===== config.mk =====
export PLATFORM = sky130hd
export DESIGN_NAME = base64_stream_encoder_core
export DESIGN_NICKNAME = d
export VERILOG_FILES = /design/src/rtl/core/b64e_pkg.sv /design/src/rtl/core/b64e_front.sv /design/src/rtl/core/b64e_queue.sv /design/src/rtl/core/b64e_back.sv /design/src/rtl/core/base64_stream_encoder_core.sv
export SDC_FILE = /design/constraint.sdc
export NUM_CORES = 1
export LEC_CHECK = 0
export BUFFER_PORTS_ARGS = -buffer_cell sky130_fd_sc_hd__buf_2
export CAP_MARGIN = 10
export CORE_ASPECT_RATIO = 0.7
export CORE_MARGIN = 10
export CORE_UTILIZATION = 30
export CTS_BUF_LIST = sky130_fd_sc_hd__clkbuf_8
export DETAILED_ROUTE_END_ITERATION = 7
export SYNTH_ARGS = -nofsm -noshare
export SYNTH_HDL_FRONTEND = slang
export SYNTH_SLANG_ARGS = --single-unit

===== constraint.sdc =====
create_clock -name clk_i -period 4.8 [get_ports clk_i]
set_input_delay 0.96 -clock clk_i [delete_from_list [all_inputs] [get_ports clk_i]]
set_output_delay 0.96 -clock clk_i [all_outputs]
set_load 0.02 [all_outputs]

===== src/rtl/core/b64e_pkg.sv =====
package b64e_pkg;

  localparam logic [7:0] PadChar = 8'h3D;  // '='

  // Number of real bytes in a group (one, two or three)
  localparam logic [1:0] HaveOne   = 2'd1;
  localparam logic [1:0] HaveTwo   = 2'd2;
  localparam logic [1:0] HaveThree = 2'd3;

  // Character slot within a group of four
  localparam logic [1:0] SlotFirst  = 2'd0;
  localparam logic [1:0] SlotSecond = 2'd1;
  localparam logic [1:0] SlotThird  = 2'd2;
  localparam logic [1:0] SlotFourth = 2'd3;

  typedef struct packed {
    logic [23:0] bits;  // first byte in 23:16, zero-filled
    logic [1:0]  have;  // real bytes in the group
    logic        fin;   // group closes the stream
  } group_t;

  typedef struct packed {
    logic full;
    logic empty;
  } queue_status_t;

  // Standard alphabet lookup
  function automatic logic [7:0] sextet_char(input logic [5:0] v);
    logic [7:0] c;
    c = 8'h2F;  // '/'
    case (v) inside
      [6'd0 : 6'd25]:  c = 8'h41 + {2'b00, v};
      [6'd26 : 6'd51]: c = 8'h61 + {2'b00, v} - 8'd26;
      [6'd52 : 6'd61]: c = 8'h30 + {2'b00, v} - 8'd52;
      6'd62:           c = 8'h2B;  // '+'
      default:         c = 8'h2F;  // '/'
    endcase
    return c;
  endfunction

endpackage


===== src/rtl/core/b64e_front.sv =====
module b64e_front
  import b64e_pkg::*;
(
  input  logic          clk_i,
  input  logic          rst_ni,
  input  logic          in_valid_i,
  output logic          in_stall_o,
  input  logic [7:0]    data_byte_i,
  input  logic          final_byte_i,
  input  queue_status_t status_i,
  output logic          push_o,
  output group_t        group_o
);

  logic [15:0] pending_bytes_q, pending_bytes_d;
  logic [1:0]  pending_count_q, pending_count_d;
  logic [1:0]  cnt;
  logic        accept;
  logic        store;

  assign in_stall_o = status_i.full;
  assign accept     = in_valid_i && !status_i.full;
  // a count of three cannot arise; treat it as two
  assign cnt        = (pending_count_q == 2'd3) ? 2'd2 : pending_count_q;
  assign store      = !final_byte_i && (cnt < 2'd2);

  always_comb begin
    group_o.fin = final_byte_i;
    case (cnt)
      2'd0: begin
        group_o.bits = {data_byte_i, 16'h0000};
        group_o.have = HaveOne;
      end
      2'd1: begin
        group_o.bits = {pending_bytes_q[15:8], data_byte_i, 8'h00};
        group_o.have = HaveTwo;
      end
      default: begin
        group_o.bits = {pending_bytes_q, data_byte_i};
        group_o.have = HaveThree;
      end
    endcase
  end

  always_comb begin
    pending_bytes_d = pending_bytes_q;
    pending_count_d = pending_count_q;
    push_o          = 1'b0;
    if (accept) begin
      if (store) begin
        pending_bytes_d = (cnt == 2'd0) ? {data_byte_i, 8'h00}
                                        : {pending_bytes_q[15:8], data_byte_i};
        pending_count_d = cnt + 2'd1;
      end else begin
        pending_bytes_d = 16'h0000;
        pending_count_d = 2'd0;
        push_o          = 1'b1;
      end
    end
  end

  always_ff @(posedge clk_i or negedge rst_ni) begin
    if (!rst_ni) begin
      pending_bytes_q <= 16'h0000;
      pending_count_q <= 2'd0;
    end else begin
      pending_bytes_q <= pending_bytes_d;
      pending_count_q <= pending_count_d;
    end
  end

endmodule


===== src/rtl/core/b64e_queue.sv =====
module b64e_queue
  import b64e_pkg::*;
#(
  parameter int Depth = 2
) (
  input  logic          clk_i,
  input  logic          rst_ni,
  input  logic          push_i,
  input  group_t        push_data_i,
  input  logic          pop_i,
  output group_t        head_o,
  output queue_status_t status_o
);

  localparam int PtrW = $clog2(Depth);
  localparam int CntW = $clog2(Depth + 1);

  group_t            mem_q [Depth];
  logic [PtrW-1:0]   wr_ptr_q, rd_ptr_q;
  logic [CntW-1:0]   count_q;
  logic              do_push, do_pop;

  assign status_o.full  = (count_q == CntW'(Depth));
  assign status_o.empty = (count_q == '0);
  assign do_push        = push_i && !status_o.full;
  assign do_pop         = pop_i && !status_o.empty;
  assign head_o         = mem_q[rd_ptr_q];

  always_ff @(posedge clk_i) begin
    if (do_push) begin
      mem_q[wr_ptr_q] <= push_data_i;
    end
  end

  always_ff @(posedge clk_i or negedge rst_ni) begin
    if (!rst_ni) begin
      wr_ptr_q <= '0;
      rd_ptr_q <= '0;
      count_q  <= '0;
    end else begin
      if (do_push) begin
        wr_ptr_q <= (wr_ptr_q == PtrW'(Depth - 1)) ? '0 : wr_ptr_q + 1'b1;
      end
      if (do_pop) begin
        rd_ptr_q <= (rd_ptr_q == PtrW'(Depth - 1)) ? '0 : rd_ptr_q + 1'b1;
      end
      if (do_push && !do_pop) begin
        count_q <= count_q + 1'b1;
      end else if (do_pop && !do_push) begin
        count_q <= count_q - 1'b1;
      end
    end
  end

endmodule


===== src/rtl/core/b64e_back.sv =====
module b64e_back
  import b64e_pkg::*;
(
  input  logic          clk_i,
  input  logic          rst_ni,
  input  group_t        head_i,
  input  queue_status_t status_i,
  output logic          pop_o,
  output logic          out_valid_o,
  input  logic          out_stall_i,
  output logic [7:0]    out_char_o,
  output logic          group_end_o,
  output logic          stream_end_o
);

  logic [1:0] slot_q;
  logic       out_valid_q;
  logic [7:0] out_char_q, char_d;
  logic       group_end_q, stream_end_q;
  logic       advance, emit;

  assign advance = !out_valid_q || !out_stall_i;
  assign emit    = advance && !status_i.empty;
  assign pop_o   = emit && (slot_q == SlotFourth);

  always_comb begin
    case (slot_q)
      SlotFirst:  char_d = sextet_char(head_i.bits[23:18]);
      SlotSecond: char_d = sextet_char(head_i.bits[17:12]);
      SlotThird:  char_d = (head_i.have == HaveOne) ? PadChar
                                                    : sextet_char(head_i.bits[11:6]);
      default:    char_d = (head_i.have == HaveThree) ? sextet_char(head_i.bits[5:0])
                                                      : PadChar;
    endcase
  end

  always_ff @(posedge clk_i or negedge rst_ni) begin
    if (!rst_ni) begin
      slot_q      <= SlotFirst;
      out_valid_q <= 1'b0;
    end else if (advance) begin
      out_valid_q <= emit;
      if (emit) begin
        slot_q <= slot_q + 2'd1;
      end
    end
  end

  always_ff @(posedge clk_i) begin
    if (emit) begin
      out_char_q   <= char_d;
      group_end_q  <= (slot_q == SlotFourth);
      stream_end_q <= (slot_q == SlotFourth) && head_i.fin;
    end
  end

  assign out_valid_o  = out_valid_q;
  assign out_char_o   = out_char_q;
  assign group_end_o  = group_end_q;
  assign stream_end_o = stream_end_q;

endmodule


===== src/rtl/core/base64_stream_encoder_core.sv =====
// Base64 stream encoder: one raw byte in per word, one ASCII character out per word.
// Each group is registered in the queue once the byte that completes (or finally closes)
//   it is taken, and each of its characters is then registered in the output word.
// Throughput: one byte per cycle in until the queue fills, one character per cycle out
//   while out_stall_i is low; short final groups also give four characters, padded.
// Reset (rst_ni, async, active low) empties the pending bytes and the group queue.
module base64_stream_encoder_core
  import b64e_pkg::*;
#(
  parameter int QueueDepth = 2  // groups held between front and back, >= 2
) (
  input  logic       clk_i,
  input  logic       rst_ni,
  // byte input
  input  logic       in_valid_i,
  output logic       in_stall_o,
  input  logic [7:0] data_byte_i,
  input  logic       final_byte_i,
  // character output
  output logic       out_valid_o,
  input  logic       out_stall_i,
  output logic [7:0] out_char_o,
  output logic       group_end_o,
  output logic       stream_end_o
);

  // Front: collects bytes into groups of three, or closes a short group on
  // the final byte. Only completed groups enter the queue, so a byte that is
  // merely stored never waits on the back end except when the queue is full.
  group_t        push_group;
  logic          push;
  group_t        head_group;
  logic          pop;
  queue_status_t q_status;

  b64e_front u_front (
    .clk_i        (clk_i),
    .rst_ni       (rst_ni),
    .in_valid_i   (in_valid_i),
    .in_stall_o   (in_stall_o),
    .data_byte_i  (data_byte_i),
    .final_byte_i (final_byte_i),
    .status_i     (q_status),
    .push_o       (push),
    .group_o      (push_group)
  );

  // Queue of finished groups; decouples byte intake from character output.
  b64e_queue #(
    .Depth (QueueDepth)
  ) u_queue (
    .clk_i       (clk_i),
    .rst_ni      (rst_ni),
    .push_i      (push),
    .push_data_i (push_group),
    .pop_i       (pop),
    .head_o      (head_group),
    .status_o    (q_status)
  );

  // Back: walks the head group through its four sextets into a registered
  // output word, padding with '=' where the group is short; pops on the fourth.
  b64e_back u_back (
    .clk_i        (clk_i),
    .rst_ni       (rst_ni),
    .head_i       (head_group),
    .status_i     (q_status),
    .pop_o        (pop),
    .out_valid_o  (out_valid_o),
    .out_stall_i  (out_stall_i),
    .out_char_o   (out_char_o),
    .group_end_o  (group_end_o),
    .stream_end_o (stream_end_o)
  );

  // A pushed group never gets dropped at the queue.
  assert property (@(posedge clk_i) disable iff (!rst_ni)
    push |-> !q_status.full)
    else $error("group pushed into a full queue");

  // The back end only retires a group that is present.
  assert property (@(posedge clk_i) disable iff (!rst_ni)
    pop |-> !q_status.empty)
    else $error("pop from an empty queue");

  // End of stream always lands on the last character of a group.
  assert property (@(posedge clk_i) disable iff (!rst_ni)
    (out_valid_o && stream_end_o) |-> group_end_o)
    else $error("stream end off a group boundary");

endmodule

==> impl.org, run 1 <==
** Timing
- In the final timing run, aggregate negative setup slack is 0 ns.
- Final hold violations :: 0
- Setup violations remaining at the end of the flow were counted as 0.
- Maximum clock rate :: between 200 and 250 MHz
- Max_slew headroom :: between 20% and 30%
- Setup repair after global routing left no endpoint under its margin.
- Final setup margin :: approximately 0.7 ns
- Final period util :: between 80% and 90%
- At the pin with the least slew margin, the transition time is about 1.1 ns.
- On the final layout, the worst clock skew is 0.01158 ns.
- The final max-slew violation count came to 0.
- Min Tclk post-route :: 4.098 ns

** Placed design
- Final HPWL DP :: approximately 13000 um
- At the end of routability-driven placement, the weighted congestion stood at approximately 0.9.
- Port buffering added 24 buffers.
- Timing analysis after detailed placement gives a worst setup slack of 0.8072 ns.

** Logic synthesis
- Sequential cells were found to cover between 30% and 40% of the synthesized design area.
- Synthesis inferred 89 register bits.
- Avg Inst Size Synth :: between 10 and 15 sq um
- The number of different library cells used by synthesis comes to 73.
- When the netlist entered floorplanning its net count stood at slightly above 700.
- Share of the synthesized area in the top cell type :: between 20% and 30%
- Top cells by area in the synthesized netlist :: sky130_fd_sc_hd__edfxtp_1 (29%), sky130_fd_sc_hd__ha_1 (12%), sky130_fd_sc_hd__dfrtp_1 (9.6%), sky130_fd_sc_hd__a22o_1 (3.5%), sky130_fd_sc_hd__mux2i_1 (3.2%)
- Yosys top cell by area :: sky130_fd_sc_hd__edfxtp_1
- Counting flops with an async set or reset pin after synthesis yields a share of between 20% and 30%.
- Summing every instance area after synthesis gives about 6500 sq um.
- Number of synthesized flops with an enable pin :: between 60 and 70
- Mapped Cells :: approximately 640
- For this run, the number of Yosys warnings is 0.
- Dominant synthesized flop cell :: sky130_fd_sc_hd__edfxtp_1

** Critical path
- The number of buffers and inverters on the critical path is 1.
- Worst-path cell chain :: mux2i_1 -> inv_1 -> ha_1 -> and2_1 -> a221o_1 -> a22oi_2 -> nor3b_2 -> a32o_1 -> a22oi_1 -> o2111ai_1
- The worst register-to-register path has a setup slack of approximately 0.70 ns.
- Kind of critical path :: reg2reg
- Crit start category :: flop
- Data arrives at the worst endpoint at 4.29 ns.
- At the worst endpoint, the required time is 4.99 ns.
- CP delay by family, top :: compound AO/OA/AOI/OAI gates
- In this design, the stage delay of the slowest critical-path cell is 0.83 ns.
- The slowest stage of the critical path is the sky130_fd_sc_hd__dfrtp_2 cell.
- Total stage count of the critical path :: 10
- Kind of end point of the critical path :: flop
- Along the worst path, the maximum fanout reaches 30.
- Worst Reg2Reg Path Length in Cells :: 10

** Power and ir drop
- The internal power of the cells totals between 2 and 3 mW.
- The share of total power dissipated in sequential elements is 27.2%.
- Sw frac :: 47.22%
- In this run the power density over the cells is approximately 700 nW/um^2.
- Per report_power, the clock group accounts for around a tenth of the total.
- Net switching power :: between 2 and 2.5 mW
- Maximum ir drop on the vdd rail :: around 0.28 mV
- Of the total power, combinational logic draws around 62%.
- For this design the static power due to leakage is between 2 and 3 nW.

** Detailed routing
- After detailed routing, the met2 layer carries 6096 um of wire.
- After detailed routing, the average wire length per cell comes to roughly 18 um.
- Dividing the detail-routed via count by the number of cells gives 5.317.
- The first detailed-routing pass ran for 5 iterations.
- Count of vias placed by the detailed router :: about 5100
- Antenna violation net count after detailed routing :: 0
- Top routing layer in use :: met4
- Summed over all layers, the routed wires come to about 17000 um.
- In the detailed route, the total length drawn on met3 is 1065 um.
- After the first detailed-routing iteration, the DRC count stood at about 600.
- DRC errors left :: 0
- Post-route met1 wirelength :: between 9000 and 10000 um

** Clock tree
- The number of setup buffers added after CTS is 0.
- Gates resized during post-CTS repair numbered 0.
- Number of sinks handled by clock tree synthesis :: between 80 and 90
- H-tree depth :: 3
- Clock tree synthesis inserted a total of 9 buffers.
- Root buf cell :: sky130_fd_sc_hd__clkbuf_8
- The number of hold buffers added after CTS was 0.
- Number of buffers on the longest clock path :: 2
- CTS clk-pin slew, worst paths :: ~0.090 ns
- TritonCTS built the clock tree.
- The later pin in the worst-skew pair is clocked with a latency of between 0.3 and 0.4 ns.

** Final layout
- Antenna diode count :: 0
- Final-stage net count :: between 700 and 800
- Cells with a size suffix above 1 make up approximately 13% of the layout.
- Multi-input gate area in the final layout :: 3734 sq um
- From synthesis to final layout, the design area changed by 11.18%.
- The filler cells instantiated in the layout total ~2200.
- Most common library cell in the layout ignoring fill and taps :: sky130_fd_sc_hd__edfxtp_1
- The library cells used most frequently in the layout, excluding fill and tap cells, are sky130_fd_sc_hd__edfxtp_1 (64), sky130_fd_sc_hd__ha_1 (62), sky130_fd_sc_hd__nand2_1 (53), sky130_fd_sc_hd__inv_1 (42), sky130_fd_sc_hd__nor2_1 (30).
- Register Area :: 2549 sq um

** Status
- Status :: finished, final reports clean

** Floorplanning
- In this run the horizontal extent of the chip is 196.6 um.
- Die ar. :: approximately 28000 sq um
- In this run the count of I/O pins placed on the die edge is 25.
- Core region area :: 21560 sq um
- Rows :: 45
- In this run the vertical extent of the chip is 143.6 um.
- Effective utilization at floorplan :: between 30% and 40%

** Run
- Max-cap violations in this run came to 0.

** Global routing
- The number of global-route vias before repair was around 4700.
- Global Route Usage Sum :: 11.97%
- Entering global routing, the biggest net connects 31 pins.
- After global routing the overflow that remains totals 0.
- The first global-routing pass estimated 27120 um of wire.
- Number of antenna violations at the first check in global routing :: 0

** Worst hold path
- The min-delay analysis places its worst path in the category reg2reg.
- Cell depth of the worst min-delay path :: 2
## cells in the mapped netlist (4+ instances only)
cell / count
sky130_fd_sc_hd__edfxtp_1: 64
sky130_fd_sc_hd__ha_1: 62
sky130_fd_sc_hd__nand2_1: 53
sky130_fd_sc_hd__inv_1: 40
sky130_fd_sc_hd__nor2_1: 30
sky130_fd_sc_hd__a22o_1: 26
sky130_fd_sc_hd__o21ai_0: 26
sky130_fd_sc_hd__dfrtp_1: 25
sky130_fd_sc_hd__a21oi_1: 24
sky130_fd_sc_hd__xnor2_1: 22
sky130_fd_sc_hd__and2_1: 21
sky130_fd_sc_hd__mux2i_1: 21
sky130_fd_sc_hd__nand3_1: 19
sky130_fd_sc_hd__nor3_1: 15
sky130_fd_sc_hd__clkbuf_1: 11
sky130_fd_sc_hd__a32oi_1: 10
sky130_fd_sc_hd__nor2b_1: 10
sky130_fd_sc_hd__a31oi_1: 9
sky130_fd_sc_hd__mux2_2: 9
sky130_fd_sc_hd__nand2b_1: 8
sky130_fd_sc_hd__xor2_1: 7
sky130_fd_sc_hd__a211oi_1: 6
sky130_fd_sc_hd__a32o_1: 6
sky130_fd_sc_hd__nand3b_1: 6
sky130_fd_sc_hd__o22ai_1: 6
sky130_fd_sc_hd__a21boi_0: 5
sky130_fd_sc_hd__nor3b_1: 5
sky130_fd_sc_hd__or3_1: 5
sky130_fd_sc_hd__a21o_1: 4
sky130_fd_sc_hd__a311o_1: 4
sky130_fd_sc_hd__a311oi_1: 4
sky130_fd_sc_hd__buf_2: 4
sky130_fd_sc_hd__o211ai_1: 4
sky130_fd_sc_hd__o21a_1: 4
## worst register-to-register path: cells and delay by family, from the launching register on
family                     cells  cell delay, ns
DFF                            1            0.83
AOI/OAI and AO/OA              5            1.43
buffers and inverters          1            0.22
muxes                          1            0.55
adders and majority gates      1            0.28
and+or+nand+nor                2            0.62
## layer usage
metal  vias up  global-route usage, %
li1       2490                      -
met1      2465                  20.35
met2       173                  14.13
met3         8                  2.607
met4         0                  2.028
met5         -                      0
## logic make-up after synthesis
kind of cell	share of synthesized area [%]
XOR/XNOR	3.879
multiplexers	5.962
buffers and inverters	4.147
flip-flops	38.91
adder cells (fa/ha/maj)	11.85
AND/OR/NAND/NOR	15.00
AO/OA/AOI/OAI	20.26
## per-stage QoR
stage	cell area (sq um)	cells	util [%]	total power, mW	hold slack (ns)
after global placement	7086	950	32.86	4.388	0.4752
after detailed placement	7086	950	32.86	4.388	0.4810
after floorplan	6548	642	-	3.561	0.4563
final	7279	966	33.76	4.961	0.5016
after global routing	7279	966	33.76	5.345	0.5130
after CTS	7279	966	33.76	4.920	0.5024
## path summary, 6_finish.rpt
path | from | end
min | u_back.out_valid_o | u_back.out_valid_o
min in group asynchronous | rst_ni | u_front.pending_bytes_q[2]
max | u_queue.rd_ptr_q | u_back.out_char_o[7]
max in group asynchronous | rst_ni | u_queue.rd_ptr_q
max reg2reg | u_queue.rd_ptr_q | u_back.out_char_o[7]
min reg2reg | u_back.out_valid_o | u_back.out_valid_o
## cell type report
type                            count  share of cell area, %
Inverter                           40                  2.063
Clock buffer                        9                  1.702
Multi-Input combinational cell    491                  51.29
Timing Repair Buffer               48                  4.125
Clock inverter                      7                 0.9625
Tap cell                          282                  4.847
Sequential cell                    89                  35.01
## power groups by stage
stage                     combinational (mW)  sequential, mW  clock (mW)
after floorplan                         2.24            1.32           0
after global placement                  3.03            1.36           0
after detailed placement                3.02            1.36           0
after CTS                               3.04            1.35       0.530
after global routing                    3.40            1.38       0.563
final                                   3.09            1.35       0.516
## state kept, by name, indices dropped and copies added, names as in the netlist
signal                   cells
u_back.group_end_o           1
u_back.out_char_o            8
u_back.out_valid_o           1
u_back.slot_q                2
u_back.stream_end_o          1
u_front.pending_bytes_q     16
u_front.pending_count_q      2
u_queue.count_q              2
u_queue.mem_q               54
u_queue.rd_ptr_q             1
u_queue.wr_ptr_q             1
No activity file was read; power rests on OpenSTA's default activity.
==> run 2, diff against run 1 <==
- GPL_ROUTABILITY_DRIVEN: not set -> 1
- PLACE_DENSITY: not set -> 0.41
==> impl.org, run 2 (synthesis gave the netlist of run 1 again) <==
** Status
- Status: finished, final reports clean (unchanged).

** Final layout
- Most common library cell in the layout ignoring fill and taps :: sky130_fd_sc_hd__edfxtp_1 (unchanged)
- Flip-flop count of the largest register after layout :: 54 (unchanged)
- The core utilization of the finished layout is 33.65% (was 33.76%).
- The final-stage net count came to 750 (was 754).
- The layout cell share with drive strength beyond 1 was 13.24% (was 13.45%).
- The register with the most flip-flops is u_queue.mem_q (unchanged).
- Commonest cells after routing, fill and taps aside: sky130_fd_sc_hd__edfxtp_1 (64), sky130_fd_sc_hd__ha_1 (62), sky130_fd_sc_hd__nand2_1 (53), sky130_fd_sc_hd__inv_1 (40), sky130_fd_sc_hd__nor2_1 (30) (was sky130_fd_sc_hd__edfxtp_1 (64), sky130_fd_sc_hd__ha_1 (62), sky130_fd_sc_hd__nand2_1 (53), sky130_fd_sc_hd__inv_1 (42), sky130_fd_sc_hd__nor2_1 (30)).
- Area added between synthesis and finish :: 10.84% (was 11.18%)
- Antenna diode count :: 0 (unchanged)

** Detailed routing
- Antenna violation net count after detailed routing :: 0 (unchanged)
- DRC errors left :: 0 (unchanged)
- The total wire length is 18960 um (was 17050 um).
- Count of vias placed by the detailed router :: 5135 (was 5136)
- Top routing layer in use :: met4 (unchanged)
- Drt via density :: 5.338 (was 5.317)
- Number of search-and-repair iterations in the first detailed-routing pass :: 5 (unchanged)
- Routed wire per std cell :: 19.71 um (was 17.65 um)
- Routed met2 length :: 8014 um (was 6096 um)
- The sum of met3 wire segment lengths after detailed routing was 802 um (was 1065 um).
- The wire length the detailed router placed on met1 was 9811 um (was 9790 um).
- The number of DRC violations after detailed-routing iteration 0 is 417 (was 603).

** Floorplanning
- The site row count is 45 (unchanged).
- Die width :: 196.6 um (unchanged)
- Ports placed on the boundary :: 25 (unchanged)
- Core region area :: 21560 sq um (unchanged)
- The initial standard-cell utilization of the core was 30.36% (unchanged).
- The floorplan die height came to 143.6 um (unchanged).
- The die area came to 28230 sq um (unchanged).

** Placed design
- The worst slack at placement is 0.6013 ns (was 0.8072 ns).
- GPL Wtd Cong :: 0.8840 (was 0.9170)
- Final HPWL DP :: 14500 um (was 12970 um)
- The count of port buffers added during placement came to 24 (unchanged).

** Timing
- Unrepaired setup endpoints after global routing: false (unchanged).
- Maximum clock rate :: 228.5 MHz (was 244.0 MHz)
- Min Tclk post-route :: 4.377 ns (was 4.098 ns)
- The measured slew at the worst slew-check pin was 1.175 ns (was 1.140 ns).
- Final hold violations :: 0 (unchanged)
- The final max-slew violation count is 0 (unchanged).
- The worst slew slack as a fraction of its limit is 21.07% (was 23.43%).
- Final setup violation count :: 0 (unchanged)
- Final period util :: 91.19% (was 85.38%)
- The post-route clock skew is 0.008880 ns (was 0.01158 ns).
- Sum of negative setup slack :: 0 ns (unchanged)
- The final worst setup slack is 0.4231 ns (was 0.7020 ns).

** Critical path
- The endpoint required time on the critical path came to 4.90 ns (was 4.99 ns).
- The arrival time at the worst endpoint was 4.48 ns (was 4.29 ns).
- Maximum fanout along the worst path :: 18 (was 30)
- The type of element capturing the critical path is a flop (unchanged).
- The critical path class was reg2reg (unchanged).
- The nature of the critical path startpoint is a flop (unchanged).

** Clock tree
- The root buffer cell is sky130_fd_sc_hd__clkbuf_8 (unchanged).
- The clock net sink count came to 89 (unchanged).
- CTS clk-pin slew, worst paths :: 0.10 ns (was 0.09 ns)
- The worst-skew pair later-pin latency was 0.38 ns (was 0.36 ns).
- Number of gates resized after cts :: 0 (unchanged)
- The deepest level of the CTS H-tree was 3 (unchanged).
- The number of buffers on the longest clock path was 2 (unchanged).
- The hold-fix buffer count after cts is 0 (unchanged).
- Clock tree from TritonCTS :: built (unchanged)
- The post-CTS repair timing setup buffer count came to 0 (unchanged).
- The TritonCTS buffer count is 9 (unchanged).

** Run
- Maxcap violations :: 0 (unchanged)

** Power and ir drop
- Static Leak :: 2.878 nW (was 2.901 nW)
- P per Cell Area :: 693.9 nW/um^2 (was 681.5 nW/um^2)
- The peak supply drop came to 0.2356 mV (was 0.2828 mV).

** Global routing
- Vias in the first global route :: 5222 (was 4661)
- The first-pass GRT wire length came to 30040 um (was 27120 um).
- The largest net degree at the start of global routing is 28 (was 31).
- Number of antenna violations at the first check in global routing :: 0 (unchanged)
- Final global-route overflow total :: 0 (unchanged)
- The global routing usage summed across all routing layers came to 13.68% (was 11.97%).

** Worst hold path
- Type of the tightest min-delay check :: reg2reg (unchanged)
run 2: layout make-up:
class | count | area (sq um)
Fill cell | 2205 | 14310
Multi-Input combinational cell | 491 | 3734
Sequential cell | 89 | 2549
Tap cell | 282 | 352.8
Timing Repair Buffer | 44 | 270.3
Inverter | 40 | 150.1
Clock buffer | 9 | 123.9
Clock inverter | 7 | 77.57
run 2: power by group:
group	leakage [nW]	internal [mW]	switching [mW]
Combinational	1.85	1.21	1.95
Clock	0.100	0.245	0.297
Sequential	0.927	1.15	0.177
Total	2.88	2.61	2.43
run 2: final timing paths:
check	from	slack, ns	end	cells after the start
min in group asynchronous	rst_ni	0.61	u_back.out_valid_o	1
max in group asynchronous	rst_ni	3.70	u_queue.rd_ptr_q	1
setup reg to reg	u_queue.rd_ptr_q	0.42	u_back.out_char_o[6]	11
hold / removal	u_queue.count_q[1]	0.51	u_queue.count_q[1]	1
setup / recovery	u_queue.rd_ptr_q	0.42	u_back.out_char_o[6]	11
hold reg to reg	u_queue.count_q[1]	0.51	u_queue.count_q[1]	1
run 2: per-stage QoR:
step / instances / cell area, sq um / hold WS, ns / power, mW
after floorplan: 642 / 6548 / 0.4563 / 3.561
after global placement: 946 / 7056 / 0.4714 / 4.499
after detailed placement: 946 / 7056 / 0.4795 / 4.476
after CTS: 962 / 7257 / 0.5055 / 5.044
after global routing: 962 / 7257 / 0.5273 / 5.451
final: 962 / 7257 / 0.5059 / 5.036
run 2: critical path, stage by stage, from the launching register on:
cell and delay [ns]:
sky130_fd_sc_hd__dfrtp_2 0.65, sky130_fd_sc_hd__buf_4 0.32, sky130_fd_sc_hd__mux2i_1 0.53, sky130_fd_sc_hd__inv_1 0.15
sky130_fd_sc_hd__ha_1 0.33, sky130_fd_sc_hd__nand2_1 0.16, sky130_fd_sc_hd__nand2_1 0.08, sky130_fd_sc_hd__o31ai_2 0.71
sky130_fd_sc_hd__a21oi_1 0.08, sky130_fd_sc_hd__a311o_1 0.34, sky130_fd_sc_hd__a311oi_1 0.54, sky130_fd_sc_hd__o32ai_1 0.18
run 2: layer usage:
| metal | vias up | GRT usage (%) |
|---|---|---|
| met2 | 151 | 20.15 |
| met5 | - | 0 |
| met4 | 0 | 3.658 |
| met3 | 25 | 2.654 |
| li1 | 2474 | - |
| met1 | 2485 | 19.84 |
